===== src/sos_pkg.sv =====
`default_nettype none

package sos_pkg;

  // Input transaction: op code plus indexed pixel.
  typedef struct packed {
    logic       op;
    logic [7:0] pixel_value;
  } pix_t;

  // Output transaction: one RGBA pixel.
  typedef struct packed {
    logic [7:0] out_alpha;
    logic [7:0] out_red;
    logic [7:0] out_green;
    logic [7:0] out_blue;
    logic       frame_last;
  } rgba_t;

  localparam logic OP_PIXEL = 1'b0;
  localparam logic OP_FLUSH = 1'b1;

  localparam int CFG_IDX_W  = 3;
  localparam int CFG_DATA_W = 9;

  localparam logic [CFG_IDX_W-1:0] REG_IMAGE_WIDTH  = 3'd0;
  localparam logic [CFG_IDX_W-1:0] REG_IMAGE_HEIGHT = 3'd1;
  localparam logic [CFG_IDX_W-1:0] REG_FILL_RED     = 3'd2;
  localparam logic [CFG_IDX_W-1:0] REG_FILL_GREEN   = 3'd3;
  localparam logic [CFG_IDX_W-1:0] REG_FILL_BLUE    = 3'd4;

  localparam logic [CFG_DATA_W-1:0] WIDTH_RESET  = 9'd16;
  localparam logic [CFG_DATA_W-1:0] HEIGHT_RESET = 9'd16;

  localparam logic [7:0] OPAQUE = 8'hFF;
  localparam logic [7:0] WHITE  = 8'hFF;

  // Output queue
  localparam int OQ_DEPTH = 4;
  localparam int OQ_PW    = 2;
  localparam int OQ_CW    = 3;

endpackage

`default_nettype wire


===== src/sos_ram.sv =====
`default_nettype none

// Simple dual-port RAM, registered read.
module sos_ram #(
  parameter int WIDTH = 2,
  parameter int DEPTH = 256
) (
  input  logic                     clk,
  input  logic                     we,
  input  logic [$clog2(DEPTH)-1:0] waddr,
  input  logic [WIDTH-1:0]         wdata,
  input  logic                     re,
  input  logic [$clog2(DEPTH)-1:0] raddr,
  output logic [WIDTH-1:0]         rdata
);

  logic [WIDTH-1:0] mem [DEPTH];

  always_ff @(posedge clk) begin
    if (we) begin
      mem[waddr] <= wdata;
    end
    if (re) begin
      rdata <= mem[raddr];
    end
  end

endmodule

`default_nettype wire


===== src/sos_fifo.sv =====
`default_nettype none

// Small output queue; the head entry drives the output channel.
module sos_fifo (
  input  logic                       clk,
  input  logic                       rst,
  input  logic                       push,
  input  sos_pkg::rgba_t             push_data,
  output logic                       valid,
  input  logic                       stall,
  output sos_pkg::rgba_t             data,
  output logic [sos_pkg::OQ_CW-1:0]  count
);

  sos_pkg::rgba_t            mem [sos_pkg::OQ_DEPTH];
  logic [sos_pkg::OQ_PW-1:0] wptr;
  logic [sos_pkg::OQ_PW-1:0] rptr;
  logic                      pop;

  assign valid = (count != '0);
  assign pop   = valid && !stall;
  assign data  = mem[rptr];

  always_ff @(posedge clk) begin
    if (push) begin
      mem[wptr] <= push_data;
    end
  end

  always_ff @(posedge clk) begin
    if (rst) begin
      wptr  <= '0;
      rptr  <= '0;
      count <= '0;
    end else begin
      if (push) begin
        wptr <= wptr + sos_pkg::OQ_PW'(1);
      end
      if (pop) begin
        rptr <= rptr + sos_pkg::OQ_PW'(1);
      end
      unique case ({push, pop})
        2'b10:   count <= count + sos_pkg::OQ_CW'(1);
        2'b01:   count <= count - sos_pkg::OQ_CW'(1);
        default: count <= count;
      endcase
    end
  end

endmodule

`default_nettype wire


===== src/sprite_outline_stencil.sv =====
// Result path: the result for pixel (r, c) is formed once the pixel at (r+1, c)
//   (or the matching flush transaction) is accepted; it passes the registered
//   line-store read in stage 1, then the output queue.
// Throughput: one transaction per cycle while pix_stall is low, set by the single
//   line-store read-modify-write per pixel; a 4-entry queue absorbs downstream stalls.
// Reset (rst, synchronous): counters, config and queue return to defaults; the line
//   store is not cleared, since every flag a result uses was written earlier in the frame.
`default_nettype none

module sprite_outline_stencil #(
  parameter int MAX_WIDTH  = 256,
  parameter int MAX_HEIGHT = 256
) (
  input  logic                             clk,
  input  logic                             rst,
  input  logic                             pix_valid,
  output logic                             pix_stall,
  input  sos_pkg::pix_t                    pix_data,
  output logic                             rgba_valid,
  input  logic                             rgba_stall,
  output sos_pkg::rgba_t                   rgba_data,
  input  logic                             cfg_we,
  input  logic [sos_pkg::CFG_IDX_W-1:0]    cfg_index,
  input  logic [sos_pkg::CFG_DATA_W-1:0]   cfg_data
);

  localparam int AW  = $clog2(MAX_WIDTH);        // column address
  localparam int WW  = $clog2(MAX_WIDTH + 1);    // width value incl. MAX_WIDTH
  localparam int HW  = $clog2(MAX_HEIGHT + 1);   // row count incl. MAX_HEIGHT
  localparam int CWW = (WW > sos_pkg::CFG_DATA_W) ? WW : sos_pkg::CFG_DATA_W;
  localparam int CHW = (HW > sos_pkg::CFG_DATA_W) ? HW : sos_pkg::CFG_DATA_W;

  // Stage 1 carries one item while its line-store read completes.
  typedef struct packed {
    logic          valid;
    logic          is_pix;
    logic          z;          // current pixel is zero (the neighbor below)
    logic          emit;
    logic          last;
    logic          cpar;       // parity of the row being output
    logic          has_up;
    logic          has_left;
    logic          has_right;
    logic          fwd_a;      // read at column hit the write in flight
    logic          fwd_b;      // read at column+1 hit the write in flight
    logic [1:0]    fwd_data;
    logic [AW-1:0] col;
  } s1_t;

  // ---------------------------------------------------------------
  // Configuration registers
  // ---------------------------------------------------------------
  logic [sos_pkg::CFG_DATA_W-1:0] image_width;
  logic [sos_pkg::CFG_DATA_W-1:0] image_height;
  logic [7:0]                     fill_red;
  logic [7:0]                     fill_green;
  logic [7:0]                     fill_blue;

  // Frame position counters
  logic [AW-1:0] in_col;
  logic [HW-1:0] in_row;
  logic [AW-1:0] out_col;      // flush column of the last row
  logic [WW-1:0] pending;      // flush results still owed

  logic [WW-1:0] w_eff;
  logic [HW-1:0] h_eff;

  // Clamp to 1..MAX; zero counts as one.
  always_comb begin
    if (image_width == '0) begin
      w_eff = WW'(1);
    end else if (CWW'(image_width) > CWW'(MAX_WIDTH)) begin
      w_eff = WW'(MAX_WIDTH);
    end else begin
      w_eff = WW'(image_width);
    end
    if (image_height == '0) begin
      h_eff = HW'(1);
    end else if (CHW'(image_height) > CHW'(MAX_HEIGHT)) begin
      h_eff = HW'(MAX_HEIGHT);
    end else begin
      h_eff = HW'(image_height);
    end
  end

  // ---------------------------------------------------------------
  // Stage 0: accept, decide, issue line-store reads
  // ---------------------------------------------------------------
  s1_t                     s1;
  s1_t                     s1_next;
  logic                    accept;
  logic                    pix_is;
  logic                    pix_ok;
  logic                    flush_ok;
  logic                    go;
  logic [AW-1:0]           col0;
  logic [AW-1:0]           raddr_b;
  logic [WW-1:0]           col_next_w;
  logic [HW-1:0]           in_row_next;
  logic                    s1_push;
  logic [sos_pkg::OQ_CW-1:0] q_count;
  logic [sos_pkg::OQ_CW-1:0] occupancy;

  // Line store taps and stage 1 results
  logic [1:0]     rd_a;
  logic [1:0]     rd_b;
  logic [1:0]     ent_a;
  logic [1:0]     ent_b;
  logic           center;
  logic           up_flag;
  logic           right_flag;
  logic           left_flag;
  logic           border;
  logic           wr_en;
  logic [1:0]     wr_data;
  sos_pkg::rgba_t result;

  // Stall when the queue plus the result in stage 1 could overflow.
  assign occupancy = q_count + sos_pkg::OQ_CW'(s1_push);
  assign pix_stall = (occupancy >= sos_pkg::OQ_CW'(sos_pkg::OQ_DEPTH));

  assign accept      = pix_valid && !pix_stall;
  assign pix_is      = (pix_data.op == sos_pkg::OP_PIXEL);
  // Pixels past the frame end and idle flushes change nothing.
  assign pix_ok      = (in_row < h_eff) && (WW'(in_col) < w_eff);
  assign flush_ok    = (pending != '0);
  assign go          = accept && (pix_is ? pix_ok : flush_ok);
  assign col0        = pix_is ? in_col : out_col;
  assign raddr_b     = col0 + AW'(1);
  assign col_next_w  = WW'(col0) + WW'(1);
  assign in_row_next = in_row + HW'(1);

  always_comb begin
    s1_next.valid     = go;
    s1_next.is_pix    = pix_is;
    s1_next.z         = (pix_data.pixel_value == 8'h00);
    // Row 0 pixels only fill the store; every flush gives a result.
    s1_next.emit      = pix_is ? (in_row != '0) : 1'b1;
    s1_next.last      = !pix_is && (pending == WW'(1));
    // Output row is in_row-1 for pixels, the last row for flushes.
    s1_next.cpar      = pix_is ? ~in_row[0] : ~h_eff[0];
    s1_next.has_up    = pix_is ? (in_row > HW'(1)) : (h_eff != HW'(1));
    s1_next.has_left  = (col0 != '0);
    s1_next.has_right = (col_next_w < w_eff);
    s1_next.fwd_a     = wr_en && (s1.col == col0);
    s1_next.fwd_b     = wr_en && (s1.col == raddr_b);
    s1_next.fwd_data  = wr_data;
    s1_next.col       = col0;
  end

  always_ff @(posedge clk) begin
    if (rst) begin
      s1 <= '0;
    end else begin
      s1 <= s1_next;
    end
  end

  // Two copies of the line store, written alike: one read at the column,
  // one at the column to its right. Bit p of an entry holds the zero flag
  // of the last row with parity p.
  sos_ram #(
    .WIDTH (2),
    .DEPTH (MAX_WIDTH)
  ) u_store_a (
    .clk   (clk),
    .we    (wr_en),
    .waddr (s1.col),
    .wdata (wr_data),
    .re    (go),
    .raddr (col0),
    .rdata (rd_a)
  );

  sos_ram #(
    .WIDTH (2),
    .DEPTH (MAX_WIDTH)
  ) u_store_b (
    .clk   (clk),
    .we    (wr_en),
    .waddr (s1.col),
    .wdata (wr_data),
    .re    (go),
    .raddr (raddr_b),
    .rdata (rd_b)
  );

  // ---------------------------------------------------------------
  // Stage 1: classify, write back, queue the result
  // ---------------------------------------------------------------
  assign ent_a      = s1.fwd_a ? s1.fwd_data : rd_a;
  assign ent_b      = s1.fwd_b ? s1.fwd_data : rd_b;
  assign center     = ent_a[s1.cpar];
  assign up_flag    = ent_a[~s1.cpar];
  assign right_flag = ent_b[s1.cpar];

  assign border = (s1.has_left && left_flag) || (s1.has_right && right_flag) ||
                  (s1.has_up && up_flag) || (s1.is_pix && s1.z);

  // Replace the flag two rows back with the new pixel's flag.
  assign wr_en = s1.valid && s1.is_pix;
  always_comb begin
    wr_data           = ent_a;
    wr_data[~s1.cpar] = s1.z;
  end

  // Left neighbor is the center flag of the previous item in the row.
  always_ff @(posedge clk) begin
    if (s1.valid) begin
      left_flag <= center;
    end
  end

  always_comb begin
    result.frame_last = s1.last;
    if (center) begin
      result.out_alpha = 8'h00;
      result.out_red   = 8'h00;
      result.out_green = 8'h00;
      result.out_blue  = 8'h00;
    end else if (border) begin
      result.out_alpha = sos_pkg::OPAQUE;
      result.out_red   = sos_pkg::WHITE;
      result.out_green = sos_pkg::WHITE;
      result.out_blue  = sos_pkg::WHITE;
    end else begin
      result.out_alpha = sos_pkg::OPAQUE;
      result.out_red   = fill_red;
      result.out_green = fill_green;
      result.out_blue  = fill_blue;
    end
  end

  assign s1_push = s1.valid && s1.emit;

  sos_fifo u_queue (
    .clk       (clk),
    .rst       (rst),
    .push      (s1_push),
    .push_data (result),
    .valid     (rgba_valid),
    .stall     (rgba_stall),
    .data      (rgba_data),
    .count     (q_count)
  );

  // ---------------------------------------------------------------
  // Config and frame counters
  // ---------------------------------------------------------------
  always_ff @(posedge clk) begin
    if (rst) begin
      image_width  <= sos_pkg::WIDTH_RESET;
      image_height <= sos_pkg::HEIGHT_RESET;
      fill_red     <= 8'h00;
      fill_green   <= 8'h00;
      fill_blue    <= 8'h00;
      in_col       <= '0;
      in_row       <= '0;
      out_col      <= '0;
      pending      <= '0;
    end else if (cfg_we) begin
      unique case (cfg_index)
        sos_pkg::REG_IMAGE_WIDTH: begin
          // Geometry change abandons the frame in progress.
          image_width <= cfg_data;
          in_col      <= '0;
          in_row      <= '0;
          out_col     <= '0;
          pending     <= '0;
        end
        sos_pkg::REG_IMAGE_HEIGHT: begin
          image_height <= cfg_data;
          in_col       <= '0;
          in_row       <= '0;
          out_col      <= '0;
          pending      <= '0;
        end
        sos_pkg::REG_FILL_RED:   fill_red   <= cfg_data[7:0];
        sos_pkg::REG_FILL_GREEN: fill_green <= cfg_data[7:0];
        sos_pkg::REG_FILL_BLUE:  fill_blue  <= cfg_data[7:0];
        default: begin
        end
      endcase
    end else if (go) begin
      if (pix_is) begin
        if (col_next_w == w_eff) begin
          in_col <= '0;
          in_row <= in_row_next;
          if (in_row_next >= h_eff) begin
            pending <= w_eff;
          end
        end else begin
          in_col <= in_col + AW'(1);
        end
      end else begin
        if (pending == WW'(1)) begin
          // Last flush: ready for the next frame.
          in_col  <= '0;
          in_row  <= '0;
          out_col <= '0;
          pending <= '0;
        end else begin
          pending <= pending - WW'(1);
          out_col <= out_col + AW'(1);
        end
      end
    end
  end

endmodule

`default_nettype wire


===== config.mk =====
export PLATFORM = sky130hd
export DESIGN_NAME = sprite_outline_stencil
export DESIGN_NICKNAME = d
export VERILOG_FILES = /design/src/sos_pkg.sv /design/src/sos_ram.sv /design/src/sos_fifo.sv /design/src/sprite_outline_stencil.sv
export SDC_FILE = /design/constraint.sdc
export NUM_CORES = 1
export LEC_CHECK = 0
export BUFFER_PORTS_ARGS = -buffer_cell sky130_fd_sc_hd__buf_2
export CORE_UTILIZATION = 60
export CTS_CLUSTER_SIZE = 20
export DETAILED_ROUTE_END_ITERATION = 8
export GPL_TIMING_DRIVEN = 0
export PLACE_DENSITY = 0.76
export SETUP_SLACK_MARGIN = 0.4
export SLEW_MARGIN = 20
export SYNTH_ARGS = -nofsm -noshare
export SYNTH_HDL_FRONTEND = slang
export SYNTH_SLANG_ARGS = --single-unit

===== constraint.sdc =====
create_clock -name clk -period 31.5 [get_ports clk]
set_clock_uncertainty 0.1 [all_clocks]
set_input_delay 3.15 -clock clk [delete_from_list [all_inputs] [get_ports clk]]
set_output_delay 3.15 -clock clk [all_outputs]
set_load 0.02 [all_outputs]

* Word level (Yosys, flattened, before mapping) *
Memory sizes are Yosys's and may differ from the RTL's. A register that Yosys moved wholly into a read port is not among the register bits.
Index checks and enable logic that the tools add are counted.

word-level totals
  bits in registers = 105
  input bits = 26
  bits in writable memories = 1,156
  memories = 3

memory list
  name           words  width  read ports  clocked after memory_dff  write ports  RTL line        RTL
  u_store_a.mem  256    2      1           1                         1            sos_ram.sv:17   logic [WIDTH-1:0] mem [DEPTH];
  u_store_b.mem  256    2      1           1                         1            sos_ram.sv:17
  u_queue.mem    4      33     1           1                         1            sos_fifo.sv:15  sos_pkg::rgba_t mem [sos_pkg::OQ_DEPTH];

operators by class
  magnitude comparators = 11
  bitwise gates (word level) = 4
  mux-type cells = 51
  $add $sub $neg = 11
  reduce and logical (&&, ||, !) cells = 42
  eq/ne operators = 13

operators by type and width
  operator                                                               number
  9-bit two-way mux                                                      16
  8-bit two-way mux                                                      11
  32-bit two-way mux                                                     1
  8-bit by 1-bit adder with 8-bit output, second input constant          3
  24-bit two-way mux                                                     1
  9-bit > comparator, second input constant                              2
  9-bit logical NOT                                                      2
  9-bit < comparator                                                     2
  9-bit nonzero test                                                     2
  8-bit equality test                                                    2
  1-bit two-way mux                                                      15
  1-bit logical AND                                                      14
  2-bit AND reduction                                                    5
  8-bit by 1-bit adder with 9-bit output, second input constant          1
  9-bit by 1-bit adder with 9-bit output, second input constant          1
  9-bit by 1-bit equality test with 1-bit output, second input constant  1
  9-bit equality test                                                    1
  9-bit greater-or-equal comparator                                      1
  9-bit by 1-bit > comparator with 1-bit output, second input constant   1
  8-bit by 9-bit < comparator with 1-bit output                          1
  9-bit by 1-bit != test with 1-bit output, second input constant        1
  3-bit nonzero test                                                     3
  9-bit by 1-bit subtractor with 9-bit output, second input constant     1
  8-bit logical NOT                                                      1
  other kinds (27)                                                       43

* Depth between registers and ports, before layout *
  depth in word-level cells = 9
  gate-level depth with buffers = 20
  gate-level depth less buffers = 14

* Hierarchy *
Synthesis repeated with hierarchy kept, for this count alone.

unflattened totals
  cells, all modules = 3,436
  area, all modules = 53,829.1 um^2

by module, submodules not included
  module                  area each (um^2)  cells an instance  instances
  sos_ram                 21,401.8          1,242              2
  sprite_outline_stencil  5,759.3           729                1
  sos_fifo                5,266.3           223                1

* Least setup slack after synthesis *
No wires, ideal clock.

  path type = reg2reg
  start = register s1[15] in the netlist's numbering
  end = memory u_store_a.mem[3824][0], in the netlist u_store_a.mem[239][0], data pin
  arrival time = 10,467 ps
  required time = 29,207 ps
  setup time = 2,193 ps
  stages on the path, launching flop included = 3
  path slack = 18,740 ps
  cells stage by stage = dfxtp_1 clkbuf_1 o21ai_0

RTL lines
  element                 RTL line                       RTL
  start, declared         sprite_outline_stencil.sv:89   s1_t s1;
  start signal, assigned  sprite_outline_stencil.sv:155  s1 <= s1_next;
  end, declared           sos_ram.sv:17

* Worst setup path in the final report *
  start = input port pix_data[8] in the netlist's numbering
  end = register u_store_b.rdata[0], read port of u_store_b.mem, data pin

on the way
  word-level cells in the longest chain between the ends = 2

ends and longest elaborated chain
  element                                                                      RTL line                                                      RTL
  start, declared                                                              sprite_outline_stencil.sv:18                                  input sos_pkg::pix_t pix_data,
  8-bit two-way mux or 1-bit two-way mux (tied branches)                       sprite_outline_stencil.sv:128, sprite_outline_stencil.sv:127
  8-bit by 1-bit adder with 8-bit output or 1-bit logical AND (tied branches)  sprite_outline_stencil.sv:129, sprite_outline_stencil.sv:127
  end, declared                                                                sos_ram.sv:14                                                 output logic [WIDTH-1:0] rdata

Several ways; a longest one is shown, not always the timed one.
A chain may end at the register's enable or synchronous reset.

==> out/summary.txt <==
Status = finished, violations left
Violated checks = capacitance limit
Top-count cell post-synth = edfxtp_1
DP HPWL = 87.1 mm
Multi-input gate area = 0.0139 mm^2
Max cap viols = 1
Die height = 246 um
Nets = 3085
Non-filler cells, final = 3845
Largest stage delay on the critical path = 1.00 ns
Count of different cell masters after synthesis = 66
Floorplan row count = 89
Min-delay worst type = flop to flop
Die area = 0.0605 mm^2
Fillers = 4158
PortBufs = 57
Storage cell area = 0.0208 mm^2
Final Wtd Congestion = 1.05
Synth cell count leaders = 621 x edfxtp_1, 457 x nand2_1, 396 x nor2_1
LEAKAGE = 13.4 nW
Setup TNS = 0 ns
Initial antenna violation count = 5
Top cells by area, synth = edfxtp_1 52%, mux4_2 13%, dfxtp_1 5.9%, nand2_1 4.8%, nor2_1 4.2%
DR pass1 iterations = 9
Post-synth EDFFs = 621
Hold-fix buffers, CTS = 0
Root Driver = clkbuf_16
Final wirelength = 127 mm
Post-CTS Repair Setup Buffers = 0
Final Max Slew Viols = 0
Top_reg_cell synth = edfxtp_1
First DRT Iteration DRCs = 4614
Sequential share of the synthesized area = 58.1%
Worst-Skew Late Latency = 0.66 ns
Synth warnings = 0
Mapped Area = 0.0357 mm^2
Delay-heaviest family, CP = buffers and inverters
WP data required = 31.76 ns
Setup CP Type = input port to flop
CP startpoint kind = input port
Detail Route Antenna Nets = 0
Num CTS Buffers = 75
Buf+Inv Stages, Crit Path = 9
Final period utilization = 30.3%
Die Wd = 246 um
Yosys top cell by area = edfxtp_1
Clock power share = 41.6%
Max-slew headroom = 0.930%
Synth async-reset ratio = 0%
Vias in the first global route = 26.6k
Final Hold Viols = 0
Post-Synthesis Cells = 2857
Clk sinks = 727
DR vias = 27.5k
Core footprint = 0.0589 mm^2
CP max FO = 10
Comb power frac = 9.6%
RSZ-0062 raised after global routing = no
Maximum vdd drop = 48.4 uV
GRT Residual Overflow = 0
Clock transition at the registers of the reported paths = 0.06 ns
GRT Total Usage = 42.4%
Max Freq = 105 MHz
Wire per inst = 33.0 um
Final setup viols = 0
Area grow syn2layout = 12.1%
Top cell type's share of synthesized area = 52.2%
Largest net degree at the start of global routing = 36
First-pass GRT wire length = 180 mm
Pint = 1.66 mW
Syn_nets = 2932
Sw frac = 24.3%
Inst Count DP = 3706
PostCTS Resize Cnt = 0
Worst Tran Pin Value = 1.45 ns
Via-per-instance ratio = 7.14
Tmin final = 9.54 ns
H-tree depth = 3
CTS tree = yes
Crit path DAT = 9.80 ns
Avg Synthesized Cell Area = 12.5 um^2
CP endpoint kind = flop
Initial Utilization = 60.6%
Share of cells above drive strength 1 = 16.7%
Clk buf depth = 3
Flop pwr share = 48.8%
Worst path cell trace = buf_4, mux2i_4, buf_6, buf_4, buf_4, buf_6, buf_2, ha_1, clkbuf_1, clkbuf_1, buf_2, mux4_2, mux2i_1, a31oi_1, o211ai_1, a22oi_1, a31oi_1, o221ai_1
CP dominant cell by count = buf_4
P_sw = 0.532 mW
DRC = 0
Critical path's slowest cell = clkbuf_1
I/O Pins = 61
Pwr/cell area = 54.7 mW/mm^2
Flops & latches, synth = 727
-- cell families (layout without fill, tap and decap cells) --
kind of cell    Yosys count  after routing  synth area share (%)
mux                     315            315                  16.2
simple gates           1137           1137                  13.6
other cells               0              3                     0
flops                   727            727                  58.1
compound gates          351            351                  6.29
buf+inv                 241            453                  3.12
xor+xnor                 37             37                 0.949
fa+ha+maj                49             49                  1.74
-- cell usage in the layout (no fill, tap or decap), types with 8 or more instances in the layout --
| master | synthesis | final |
|---|---|---|
| a31oi_1 | 19 | 19 |
| o22ai_1 | 21 | 21 |
| nor2_1 | 396 | 396 |
| a311oi_1 | 53 | 53 |
| clkbuf_16 | 0 | 76 |
| clkinv_2 | 0 | 12 |
| bufinv_16 | 0 | 8 |
| and3_1 | 52 | 48 |
| xnor2_1 | 21 | 21 |
| a211oi_1 | 13 | 13 |
| buf_1 | 18 | 17 |
| buf_6 | 8 | 8 |
| nor3_1 | 14 | 14 |
| nand3_1 | 122 | 122 |
| inv_1 | 20 | 20 |
| buf_2 | 48 | 105 |
| xor2_1 | 14 | 14 |
| nand4_1 | 12 | 12 |
| a22oi_1 | 9 | 9 |
| nor4_1 | 8 | 8 |
| dfxtp_1 | 106 | 106 |
| nor2b_1 | 21 | 21 |
| o21ai_0 | 31 | 30 |
| clkbuf_2 | 0 | 13 |
| a21oi_1 | 140 | 139 |
| clkinv_1 | 3 | 14 |
| mux2_2 | 9 | 9 |
| edfxtp_1 | 621 | 621 |
| o21a_1 | 12 | 12 |
| ha_1 | 48 | 48 |
| a2111oi_0 | 15 | 14 |
| clkbuf_1 | 117 | 121 |
| buf_16 | 0 | 19 |
| mux2i_1 | 96 | 95 |
| nand2_1 | 457 | 457 |
| buf_4 | 23 | 23 |
| mux4_2 | 206 | 206 |
| or4_1 | 11 | 11 |
-- flip-flops by register name, indices dropped and copies added (netlist names), 3 cells and up, named ones only --
register and count:
s1 20, in_row 9, u_store_a.mem 4, pending 9, in_col 8, image_width 9
fill_red 8, image_height 9, out_col 8, u_queue.count 3, fill_green 8, u_store_b.mem 508
fill_blue 8, u_queue.mem 104
-- path summary, 6_finish.rpt --
check / startpoint / to / slack, ns / cells past startpoint
worst max register to register: in_col[0] / u_store_b.rdata[0] / 24.30 / 17
worst min-delay path: fill_green[6] / fill_green[6] / 0.36 / 2
worst min register to register: fill_green[6] / fill_green[6] / 0.36 / 2
worst max-delay path: pix_data[8] / u_store_b.rdata[0] / 21.96 / 18
-- power groups by stage --
stage                     logic [mW]  clock network [mW]  registers, mW
after CTS                      0.205               0.905           1.07
final                          0.211               0.910           1.07
after detailed placement       0.203                   0           1.09
after global placement         0.183                   0           1.11
after floorplan                0.119                   0           1.10
after global routing           0.218               0.941           1.07
-- stage by stage --
stage                     setup WS, ns  utilization [%]  power, mW  hold slack [ns]  cell area (um^2)
after floorplan                  18.74                -       1.22            0.337             35700
after global placement            7.76             62.8       1.30            0.350             37000
after detailed placement         21.64             63.7       1.29            0.355             37500
after CTS                        22.28             67.9       2.18            0.362             40000
after global routing             22.10             67.9       2.23            0.377             40000
final                            21.96             68.0       2.19            0.361             40000
-- final cells by class --
cell class / count / area share (%)
plain buffers: 214 / 2.56
diodes: 3 / 0.0188
well taps: 773 / 2.42
flip-flops and latches: 727 / 51.9
multi-input cells: 1889 / 34.7
clock inverters: 43 / 1.25
repair buffers: 76 / 2.02
inverters: 27 / 0.259
clock buffers: 93 / 4.93
-- worst reg2reg max path: stages, from the launching register on --
cell      delay (ns)
dfxtp_1         0.39
mux2i_4         0.31
buf_6           0.27
buf_4           0.38
buf_4           0.46
buf_6           0.32
buf_2           0.36
ha_1            0.48
clkbuf_1        0.49
clkbuf_1        1.01
buf_2           0.66
mux4_2          0.44
mux2i_1         0.43
a31oi_1         0.15
o211ai_1        0.16
a22oi_1         0.16
a31oi_1         0.21
o221ai_1        0.14
-- routing by layer --
layer | part of all wire, % | global-route usage, % | routed length (um)
met5 | 0.0095 | 0 | 12
met4 | 7.9 | 27.0 | 10000
met3 | 14 | 14.7 | 18200
met2 | 45 | 64.9 | 56800
met1 | 33 | 51.5 | 41900
No activity file was read; power rests on OpenSTA's default activity.
